### config.mk
export PLATFORM = sky130hd
export DESIGN_NAME = midi_active_note_table
export DESIGN_NICKNAME = d
export VERILOG_FILES = /design/src/sv/mant_pkg.sv /design/src/sv/mant_cell.sv /design/src/sv/midi_active_note_table.sv
export SDC_FILE = /design/constraint.sdc
export NUM_CORES = 1
export LEC_CHECK = 0
export ABC_AREA = 1
export BUFFER_PORTS_ARGS = -buffer_cell sky130_fd_sc_hd__buf_2
export CAP_MARGIN = 20
export CORE_ASPECT_RATIO = 1.2
export CORE_UTILIZATION = 35
export CTS_CLUSTER_DIAMETER = 200
export DETAILED_ROUTE_END_ITERATION = 6
export MAX_ROUTING_LAYER = met4
export PLACE_DENSITY = 0.57
export SYNTH_ARGS = -nofsm -noshare
export SYNTH_HDL_FRONTEND = slang
export SYNTH_SLANG_ARGS = --single-unit
### constraint.sdc
create_clock -name clock -period 5 [get_ports clock]
set_input_delay 0.75 -clock clock [delete_from_list [all_inputs] [get_ports clock]]
set_output_delay 0.75 -clock clock [all_outputs]
set_load 0.01 [all_outputs]
### src/sv/mant_pkg.sv
`timescale 1ns / 1ps
// Package for the MIDI active note table: table size, entry layout, cell
// control bundle, codes and the pitch class helper. No dependencies.
package mant_pkg;

   localparam int MAX_NOTES = 16;
   localparam int CNT_W     = $clog2(MAX_NOTES + 1);

   localparam int PITCH_W   = 7;
   localparam int VEL_W     = 7;
   localparam int CLASS_W   = 4;
   localparam int FIELD5_W  = 5;

   // opcode codes carried on req_tuser
   localparam logic OP_NOTE  = 1'b0;
   localparam logic OP_CLEAR = 1'b1;

   // configuration register indexes
   localparam logic CSR_CLAMP_LO = 1'b0;
   localparam logic CSR_CLAMP_HI = 1'b1;

   // reciprocal of twelve for 7-bit values: q = (p * 43) >> 9, then correct
   localparam int RECIP12_MUL   = 43;
   localparam int RECIP12_SHIFT = 9;

   typedef struct packed {
      logic [VEL_W-1:0]   velocity;
      logic [PITCH_W-1:0] clamped;
      logic [PITCH_W-1:0] orig;
   } note_entry_type;

   typedef struct packed {
      logic load;
      logic mark;
      logic shift;
   } cell_ctl_type;

   function automatic logic [CLASS_W-1:0] pitch_class(input logic [PITCH_W-1:0] p);
      logic [12:0]        prod;
      logic [3:0]         q;
      logic [PITCH_W-1:0] r;
      prod = 13'(p) * 13'(RECIP12_MUL);
      q    = prod[12:RECIP12_SHIFT];
      r    = p - PITCH_W'({q, 3'b000}) - PITCH_W'({q, 2'b00});
      if (r >= PITCH_W'(12)) begin
         r = r - PITCH_W'(12);
      end
      return r[CLASS_W-1:0];
   endfunction

endpackage

### src/sv/mant_cell.sv
`timescale 1ns / 1ps
// One cell of the note chain: holds one entry and its removal mark.
// Depends on mant_pkg.
module mant_cell (
   input  logic                           clock,
   input  logic                           reset,
   input  mant_pkg::cell_ctl_type         ctl,
   input  logic                           in_range,
   input  logic [mant_pkg::CLASS_W-1:0]   event_class,
   input  mant_pkg::note_entry_type       new_entry,
   input  mant_pkg::note_entry_type       next_entry,
   input  logic                           next_mark,
   output mant_pkg::note_entry_type       entry,
   output logic                           mark
);

   mant_pkg::note_entry_type entry_ff;
   logic                     mark_ff;

   // payload: load a new note, or take the upper neighbour's entry
   always_ff @(posedge clock) begin
      if (ctl.load) begin
         entry_ff <= new_entry;
      end else if (ctl.shift) begin
         entry_ff <= next_entry;
      end
   end

   always_ff @(posedge clock) begin
      if (reset) begin
         mark_ff <= 1'b0;
      end else if (ctl.mark) begin
         mark_ff <= in_range && (mant_pkg::pitch_class(entry_ff.orig) == event_class);
      end else if (ctl.shift) begin
         mark_ff <= next_mark;
      end
   end

   assign entry = entry_ff;
   assign mark  = mark_ff;

endmodule

### src/sv/midi_active_note_table.sv
`timescale 1ns / 1ps
// MIDI active note table, top level: mant_cell chain and sequencer, using mant_pkg.
// Note-on and remove-all respond in the cycle after the request; note-off passes
// a mark state, then a compact state with one chain shift per removed note.
// One request at a time; a new request is taken once the sequencer is idle and the
// response register is free or being emptied.
// Reset (synchronous, active high) empties the table and opens the clamp range to 0..127.
module midi_active_note_table (
   input  logic        clock,
   input  logic        reset,
   // request channel
   input  logic        req_tvalid,
   output logic        req_tready,
   input  logic [15:0] req_tdata,   // [6:0] pitch, [13:7] velocity, [15:14] zero
   input  logic        req_tuser,   // [0] opcode
   // response channel
   output logic        rsp_tvalid,
   input  logic        rsp_tready,
   output logic [15:0] rsp_tdata,   // [4:0] affected_count, [9:5] active_count, [15:10] zero
   output logic        rsp_tuser,   // [0] table_full
   // configuration port
   input  logic        csr_we,
   input  logic        csr_index,
   input  logic [6:0]  csr_wdata
);

   localparam int N = mant_pkg::MAX_NOTES;
   localparam int W = mant_pkg::CNT_W;

   // sequencer codes
   localparam logic [1:0] ST_IDLE    = 2'd0;
   localparam logic [1:0] ST_MARK    = 2'd1;
   localparam logic [1:0] ST_COMPACT = 2'd2;

   logic [1:0]                     state_ff, state_in;
   logic [W-1:0]                   count_ff, count_in;
   logic [W-1:0]                   removed_ff, removed_in;
   logic [mant_pkg::CLASS_W-1:0]   class_ff, class_in;
   logic [mant_pkg::PITCH_W-1:0]   low_ff, high_ff;

   logic                           rsp_valid_ff, rsp_valid_in;
   logic [mant_pkg::FIELD5_W-1:0]  rsp_aff_ff, rsp_aff_in;
   logic [mant_pkg::FIELD5_W-1:0]  rsp_act_ff, rsp_act_in;
   logic                           rsp_full_ff, rsp_full_in;

   logic                           req_fire;
   logic                           op;
   logic [mant_pkg::PITCH_W-1:0]   pitch, vel, clip_hi, clamped;
   logic                           full;
   logic                           load_go;
   logic                           any_mark;

   mant_pkg::note_entry_type       new_entry;
   mant_pkg::note_entry_type       cell_entry [N];
   logic [N-1:0]                   cell_mark;
   logic [N-1:0]                   shift_vec;
   mant_pkg::cell_ctl_type         cell_ctl [N];

   assign op    = req_tuser;
   assign pitch = req_tdata[6:0];
   assign vel   = req_tdata[13:7];

   // take a request only when idle and the response register will be free
   assign req_tready = (state_ff == ST_IDLE) && (!rsp_valid_ff || rsp_tready);
   assign req_fire   = req_tvalid && req_tready;

   // clamp into range; low wins when it exceeds high
   assign clip_hi = (pitch < high_ff) ? pitch : high_ff;
   assign clamped = (clip_hi > low_ff) ? clip_hi : low_ff;

   assign new_entry = '{velocity: vel, clamped: clamped, orig: pitch};
   assign full      = (count_ff >= W'(N));
   assign load_go   = req_fire && (op == mant_pkg::OP_NOTE) && (vel != '0) && !full;

   // prefix of marks: every cell at or above the lowest marked one shifts down
   always_comb begin
      shift_vec[0] = cell_mark[0];
      for (int i = 1; i < N; i++) begin
         shift_vec[i] = shift_vec[i-1] | cell_mark[i];
      end
   end
   assign any_mark = shift_vec[N-1];

   // the chain of cells
   for (genvar g = 0; g < N; g++) begin : g_cell
      mant_pkg::note_entry_type nxt_entry;
      logic                     nxt_mark;

      if (g == N - 1) begin : g_top
         assign nxt_entry = cell_entry[g];
         assign nxt_mark  = 1'b0;
      end else begin : g_mid
         assign nxt_entry = cell_entry[g+1];
         assign nxt_mark  = cell_mark[g+1];
      end

      assign cell_ctl[g].load  = load_go && (count_ff == W'(g));
      assign cell_ctl[g].mark  = (state_ff == ST_MARK);
      assign cell_ctl[g].shift = (state_ff == ST_COMPACT) && shift_vec[g];

      mant_cell u_cell (
         .clock       (clock),
         .reset       (reset),
         .ctl         (cell_ctl[g]),
         .in_range    (W'(g) < count_ff),
         .event_class (class_ff),
         .new_entry   (new_entry),
         .next_entry  (nxt_entry),
         .next_mark   (nxt_mark),
         .entry       (cell_entry[g]),
         .mark        (cell_mark[g])
      );
   end

   // sequencer and response register
   always_comb begin
      state_in     = state_ff;
      count_in     = count_ff;
      removed_in   = removed_ff;
      class_in     = class_ff;
      rsp_valid_in = rsp_valid_ff && !rsp_tready;
      rsp_aff_in   = rsp_aff_ff;
      rsp_act_in   = rsp_act_ff;
      rsp_full_in  = rsp_full_ff;

      unique case (state_ff)
         ST_IDLE: begin
            if (req_fire) begin
               if (op == mant_pkg::OP_CLEAR) begin
                  // remove-all: report the former count
                  count_in     = '0;
                  rsp_valid_in = 1'b1;
                  rsp_aff_in   = mant_pkg::FIELD5_W'(count_ff);
                  rsp_act_in   = '0;
                  rsp_full_in  = 1'b0;
               end else if (vel != '0) begin
                  // note-on: append, or drop and flag when full
                  rsp_valid_in = 1'b1;
                  rsp_full_in  = full;
                  if (full) begin
                     rsp_aff_in = '0;
                     rsp_act_in = mant_pkg::FIELD5_W'(count_ff);
                  end else begin
                     count_in   = count_ff + W'(1);
                     rsp_aff_in = mant_pkg::FIELD5_W'(1);
                     rsp_act_in = mant_pkg::FIELD5_W'(count_ff + W'(1));
                  end
               end else begin
                  // note-off: mark matching cells next cycle, then compact
                  class_in   = mant_pkg::pitch_class(pitch);
                  removed_in = '0;
                  state_in   = ST_MARK;
               end
            end
         end
         ST_MARK: begin
            state_in = ST_COMPACT;
         end
         ST_COMPACT: begin
            if (any_mark) begin
               // drop the lowest marked entry this cycle
               count_in   = count_ff - W'(1);
               removed_in = removed_ff + W'(1);
            end else begin
               rsp_valid_in = 1'b1;
               rsp_aff_in   = mant_pkg::FIELD5_W'(removed_ff);
               rsp_act_in   = mant_pkg::FIELD5_W'(count_ff);
               rsp_full_in  = 1'b0;
               state_in     = ST_IDLE;
            end
         end
         default: begin
            state_in = ST_IDLE;
         end
      endcase
   end

   always_ff @(posedge clock) begin
      if (reset) begin
         state_ff     <= ST_IDLE;
         count_ff     <= '0;
         rsp_valid_ff <= 1'b0;
      end else begin
         state_ff     <= state_in;
         count_ff     <= count_in;
         rsp_valid_ff <= rsp_valid_in;
      end
   end

   // payload registers: no reset
   always_ff @(posedge clock) begin
      removed_ff  <= removed_in;
      class_ff    <= class_in;
      rsp_aff_ff  <= rsp_aff_in;
      rsp_act_ff  <= rsp_act_in;
      rsp_full_ff <= rsp_full_in;
   end

   // range registers
   always_ff @(posedge clock) begin
      if (reset) begin
         low_ff  <= '0;
         high_ff <= '1;
      end else if (csr_we) begin
         case (csr_index)
            mant_pkg::CSR_CLAMP_LO: low_ff  <= csr_wdata;
            mant_pkg::CSR_CLAMP_HI: high_ff <= csr_wdata;
            default: ;
         endcase
      end
   end

   assign rsp_tvalid = rsp_valid_ff;
   assign rsp_tdata  = {6'b000000, rsp_act_ff, rsp_aff_ff};
   assign rsp_tuser  = rsp_full_ff;

endmodule

==> results of run 1 <==
power breakdown:
part	leakage, nW	internal [W]	switching, W
combinational	17.9	0.00118	0.00126
sequential	1.38	0.00143	0.0000193
clock	0.282	0.000789	0.000580
through the flow:
step	util, %	setup WS (ns)	instance area, µm²
floorplan	-	-0.209	29300
global placement	43.0	-0.491	34200
detailed placement	43.0	-0.517	34200
CTS	45.1	-0.373	35900
global route	46.2	-0.742	36800
finish	46.2	-0.438	36800
layout by cell type (no fill, tap or decap), drive strengths merged, types with 4 or more instances in the layout:
master,count
o21bai,22
nand3b,17
nand2,824
o21a,5
a31oi,21
o211ai,7
or2,9
and2,4
nor2,183
nor3,21
clkinv,6
a211oi,4
a2111oi,7
fa,138
a21oi,149
inv,766
o31ai,4
nand3,233
a21o,26
xor2,79
dfxtp,24
nor4,5
xnor2,64
edfxtp,132
a21boi,6
ha,684
nand4,39
clkbuf,21
a221oi,5
buf,590
conb,6
o211a,9
o21ai,169
registers in the layout, indices dropped and copies added, names as in the netlist, 2 cells and up:
register and cells:
rsp_act_ff 5, state_ff 2, class_ff 4, g_cell.u_cell.entry 112, count_ff 5, removed_ff 5, g_cell.u_cell.mark 16, rsp_aff_ff 5
routing by layer:
metal  part of all wire [%]  vias to the layer above  track usage (%)
li1                       -                    13200                -
met1                     44                    11700             21.5
met4                    2.3                        0             4.76
met2                     51                      312             33.2
met3                    2.5                       93             1.20
met5                      0                        -                -
cell families after synthesis:
kind of cell	after synthesis	share of synthesized area, %
AO/OA/AOI/OAI	442	8.99
buffers and inverters	817	11.0
AND/OR/NAND/NOR	1337	19.8
flip-flops	156	15.7
XOR/XNOR	143	4.43
adder cells (fa/ha/maj)	822	40.1
other	1	0.0133
repair_timing:
item                                    4_1_cts  5_1_grt
hold buffers                                  0        0
resized for setup                           136      146
setup buffers                                47       20
endpoints found under the setup margin       16       18
pin swaps                                   164      139
critical path: cells and delay by family (launching register included):
| kind | cells | cell delay, ns |
|---|---|---|
| compound gates | 4 | 0.72 |
| xor+xnor | 3 | 0.60 |
| simple gates | 16 | 1.22 |
| flops | 1 | 0.43 |
| fa+ha+maj | 6 | 2.21 |
| buf+inv | 4 | 0.20 |
final timing paths:
path	from	to	slack, ns
max reg2reg	g_cell[4].u_cell.entry[4]	g_cell[4].u_cell.mark	-0.44
max	g_cell[4].u_cell.entry[4]	g_cell[4].u_cell.mark	-0.44
min reg2reg	g_cell[10].u_cell.mark	g_cell[10].u_cell.mark	0.49
min	g_cell[10].u_cell.mark	g_cell[10].u_cell.mark	0.49
final cells by class:
type / instances / area [µm²] / area share (%)
inverters: 766 / 2880 / 7.82
clock buffers: 20 / 437 / 1.19
diodes: 2 / 5.00 / 0.0136
flip-flops and latches: 156 / 4440 / 12.1
repair buffers: 591 / 4430 / 12.1
clock inverters: 12 / 161 / 0.439
well taps: 1035 / 1290 / 3.52
multi-input cells: 2750 / 23100 / 62.9
==> metrics.md, run 1 <==
| Metric | Value |
|---|---|
| Outcome | `complete, but fails checks` |
| Failing checks | `setup timing` |
| Drt drc | `0` |
| Cells after synthesis | `3718` |
| Vias in the first global route | `24600` |
| Inst Count DP | `between 5000 and 6000` |
| Clock skew | `0.00932 ns` |
| Worst vdd ir | `0.257 mV` |
| Worst endpoint data arrival time | `5.83 ns` |
| Max-cap violations | `0` |
| Core ar. | `around 0.08 mm²` |
| Largest net degree at the start of global routing | `42` |
| Hold Crit Depth | `2` |
| Clock sinks | `156` |
| Hold Path Class | `reg2reg` |
| Initial DRC Count | `879` |
| IO Pins | `49` |
| First-pass GRT wire length | `117 mm` |
| Fraction of layout cells with a size suffix above 1 | `24.5%` |
| Unrepaired setup endpoints after global routing | `true` |
| Avg Inst Size Synth | `7.60 µm²` |
| Worst setup margin | `-0.438 ns` |
| Post-Layout Cell Count | `5332` |
| Antenna Nets Post-Route | `0` |
| Routed len/inst | `about 13 µm` |
| Largest fanout on the critical path | `4` |
| Static Leak | `19.5 nW` |
| Hpwl dp | `around 57 mm` |
| Seq/Total Area, Yosys | `15.7%` |
| Hold Violations, Final | `0` |
| Setup tns final | `-4.09 ns` |
| WHS | `0.492 ns` |
| Initial antenna violation count | `3` |
| PortBufs | `31` |
| Die X | `261 µm` |
| Drt pass-1 iters | `5` |
| Std cell rows | `between 100 and 150` |
| Die height | `313 µm` |
| Gr usage total | `~18%` |
| WP data required | `5.39 ns` |
| Pwr dens | `143 mW/mm²` |
| #FFs+latches synth | `about 160` |
| Initial core utilization | `35.5%` |
| Worst reg-to-reg path cell count | `33` |
| Routed WL | `71.4 mm` |
| Clk buf depth | `2` |
| Num CTS Buffers | `17` |
| Share of flip-flops with an asynchronous set or reset | `0%` |
| Leading cell type by number of instances after synthesis | `nand2_1` |
| Gpl congestion | `0.865` |
| Top cells by area, synth | `ha_1 (30%), edfxtp_1 (14%), nand2_1 (11%)` |
| Top cell type's share of synthesized area | `30.3%` |
| Setup-failing EPs final | `16` |
| GR Overflow Total | `0` |
| Period utilization | `109%` |
| Area grow syn2layout | `30.2%` |
| Main synth FF type | `edfxtp_1` |
| CTS tree | `done` |
| Rel. slew slack | `a little under a quarter` |
| Clk slew on worst S/H paths | `0.07 ns` |
| Drt via density | `4.73` |
| # H-tree levels | `4` |
| Nets@finish | `5134` |
| Total power | `0.00526 W` |
| Final Max Slew Viols | `0` |
| Worst-Margin Slew | `1.15 ns` |
| Number of flops mapped to enable cells by yosys | `about 130` |
| Yosys top cell by area | `ha_1` |
| F_max | `around 0.18 GHz` |
| Vias | `between 20000 and 30000` |
| Filler cells | `7822` |
| Post-synth top cells | `nand2_1 (819), inv_1 (761), ha_1 (684), nand3_1 (233), nor2_1 (177)` |
| Worst-Skew Late Latency | `0.46 ns` |
| Die area | `0.0819 mm²` |
| Worst setup path class | `reg2reg` |
| Synth unique cells | `51` |
| CP endpoint kind | `flop` |
| Clock Tree Root | `clkbuf_16` |
| Slowest-stage cell, CP | `fa_1` |
| Crit start category | `flop` |
| Slowest stage delay, CP | `0.54 ns` |
| Yosys warnings | `0` |
| Cell repeated most along the worst path | `nand2_1` |
| Cell area after synthesis | `0.0283 mm²` |
| Fin crit period | `5.44 ns` |
Note: power is estimated with default switching activity, not from simulation.
==> inputs of run 2 (changes only) <==
--- a/config.mk
+++ b/config.mk
@@ -6,7 +6,8 @@
 export NUM_CORES = 1
 export LEC_CHECK = 0
 export ABC_AREA = 1
-export BUFFER_PORTS_ARGS = -buffer_cell sky130_fd_sc_hd__buf_2
+export ABC_CLOCK_PERIOD_IN_PS = 5000
+export BUFFER_PORTS_ARGS = -buffer_cell sky130_fd_sc_hd__clkbuf_2
 export CAP_MARGIN = 20
 export CORE_ASPECT_RATIO = 1.2
 export CORE_UTILIZATION = 35
==> run 2 against run 1 <==
Net effect: largest cell class unchanged; highest routed layer unchanged; worst hold slack about the same; the flow still finishes with violations (setup timing); largest power group unchanged; clock power down 6%; first-iteration DRC count up 2.7%.
==> metrics.md, run 2 (synthesized netlist as in run 1, its figures left out) <==
| Metric | Value |
|---|---|
| CTS tree | `done` |
| Clock Tree Root | `clkbuf_16` |
| First-pass GRT wire length | `118 mm (+0.59%)` |
| Fin crit period | `5.41 ns (-0.0303 ns)` |
| Hpwl dp | `57.7 mm (+0.58%)` |
| Design area | `0.0374 mm² (+1.7%)` |
| Routed WL | `72.4 mm (+1.4%)` |
| Crit start category | `flop` |
| Unrepaired setup endpoints after global routing | `true` |
| Core ar. | `0.0796 mm² (unchanged)` |
| Worst setup margin | `-0.407 ns (+0.0303 ns)` |
| Slowest-stage cell, CP | `fa_2` |
| Cts hold-fix bufs | `0 (unchanged)` |
| Clk slew on worst S/H paths | `0.07 ns (about the same)` |
| Vias in the first global route | `24700 (+0.33%)` |
| Worst-Margin Slew | `1.10 ns (-0.0510 ns)` |
| Initial antenna violation count | `2 (-1)` |
| Post-place instance area | `0.0341 mm² (-0.22%)` |
| Filler cells | `7758 (-0.82%)` |
| Inst Count DP | `5221 (-0.21%)` |
| WP data required | `5.31 ns (-0.08 ns)` |
| Hold Violations, Final | `0 (unchanged)` |
| Worst setup path class | `reg2reg` |
| Initial DRC Count | `903 (+2.7%)` |
| Gr usage total | `18.4% (+0.12 points)` |
| Worst vdd ir | `0.232 mV (-9.8%)` |
| Slowest stage delay, CP | `0.53 ns (about the same)` |
| Antenna Nets Post-Route | `0 (unchanged)` |
| Fraction of layout cells with a size suffix above 1 | `27.4% (+2.9 points)` |
| Number of flip-flops under the largest register name | `112 (unchanged)` |
| Largest fanout on the critical path | `4 (unchanged)` |
| Nets@finish | `5154 (+0.39%)` |
| Drt drc | `0 (unchanged)` |
| CP endpoint kind | `flop` |
| Total power | `0.00518 W (-1.5%)` |
| Gpl congestion | `0.846 (-2.2%)` |
| Std cell rows | `113 (unchanged)` |
| Post-Layout Cell Count | `5353 (+0.39%)` |
| Static Leak | `19.7 nW (+0.69%)` |
| Worst-Skew Late Latency | `0.45 ns (about the same)` |
| Drt pass-1 iters | `5 (unchanged)` |
| Cell repeated most along the worst path | `nand2_2` |
| F_max | `0.185 GHz (+0.56%)` |
| Multi-input gate area | `0.0236 mm² (+2.0%)` |
| Clock sinks | `156 (unchanged)` |
| Failing checks | `setup timing` |
| Setup tns final | `-4.16 ns (-0.0619 ns)` |
| Outcome | `complete, but fails checks` |
| Die area | `0.0819 mm² (unchanged)` |
| Post-Place Worst Slack | `-0.554 ns (-0.0366 ns)` |
| PortBufs | `31 (unchanged)` |
| Vias | `25400 (+0.63%)` |
| Hold Path Class | `reg2reg` |
| Most frequent cells in the layout | `nand2_1 (718), inv_1 (673), buf_4 (557), ha_1 (556), nand3_1 (179)` |
| Largest net degree at the start of global routing | `42 (unchanged)` |
| Drt via density | `4.75 (+0.24%)` |
| Period utilization | `108% (-0.61 points)` |
| Num CTS Buffers | `17 (unchanged)` |
| IO Pins | `49 (unchanged)` |
| Area grow syn2layout | `32.4%` |
| Rel. slew slack | `26.6% (+3.4 points)` |
| Initial core utilization | `35.5% (unchanged)` |
| GR Overflow Total | `0 (unchanged)` |
| Die height | `313 µm (unchanged)` |
| Final Max Slew Viols | `0 (unchanged)` |
| Setup-failing EPs final | `16 (unchanged)` |
| Clock skew | `0.0143 ns (+0.00498 ns)` |
| Die X | `261 µm (unchanged)` |
| Max-cap violations | `0 (unchanged)` |
| Register area | `0.00444 mm² (unchanged)` |
| Worst endpoint data arrival time | `5.72 ns (-0.11 ns)` |
| Routed len/inst | `13.5 µm (+1.0%)` |
| Clk buf depth | `2 (unchanged)` |
| Commonest non-fill, non-tap cell in the layout | `nand2_1` |
| Pwr dens | `139 mW/mm² (-3.2%)` |
| # H-tree levels | `4 (unchanged)` |
## run 2: per-layer routing
| layer | track usage, % | vias to the layer above | share of wire (%) |
|---|---|---|---|
| li1 | - | 13200 | - |
| met1 | 21.5 | 11800 | 43 |
| met2 | 33.5 | 289 | 52 |
| met3 | 1.57 | 74 | 2.7 |
| met4 | 4.48 | 0 | 2.2 |
| met5 | - | - | 0 |
## run 2: worst paths after layout
check                            startpoint                      to  slack [ns]  cells past startpoint
setup / recovery  g_cell[4].u_cell.entry[4]   g_cell[4].u_cell.mark       -0.41                     31
hold reg to reg      g_cell[10].u_cell.mark  g_cell[10].u_cell.mark        0.49                      2
hold / removal       g_cell[10].u_cell.mark  g_cell[10].u_cell.mark        0.49                      2
setup reg to reg  g_cell[4].u_cell.entry[4]   g_cell[4].u_cell.mark       -0.41                     31
## run 2: what timing repair did
action / in CTS / in global routing
endpoints found under the setup margin: 18 / 18
setup buffers: 56 / 45
gates resized for setup: 177 / 238
pin swaps: 243 / 259
## run 2: worst max-delay path: cells and delay by family (launching register included)
kind,cells,cell delay [ns]
xor+xnor,2,0.44
buf+inv,4,0.23
fa+ha+maj,7,2.46
flops,1,0.43
compound gates,2,0.34
simple gates,16,1.38
## run 2: power breakdown
part           internal [W]  total (W)  leakage, nW  switching [W]
clock              0.000716    0.00129        0.270       0.000572
combinational       0.00119    0.00245         18.0        0.00126
sequential          0.00143    0.00145         1.38      0.0000189
total               0.00333    0.00518         19.7        0.00185
## run 2: layout make-up
cell class | count | area share (%)
diodes | 3 | 0.0201
repair buffers | 611 | 12.4
clock buffers | 21 | 1.23
clock inverters | 11 | 0.294
inverters | 766 | 7.69
well taps | 1035 | 3.46
multi-input cells | 2750 | 63.1
flip-flops and latches | 156 | 11.9
## run 2: stage by stage
step | util [%] | hold WS, ns
floorplan | - | 0.458
global placement | 42.9 | 0.473
detailed placement | 42.9 | 0.474
CTS | 45.2 | 0.484
global route | 47.0 | 0.519
finish | 47.0 | 0.492
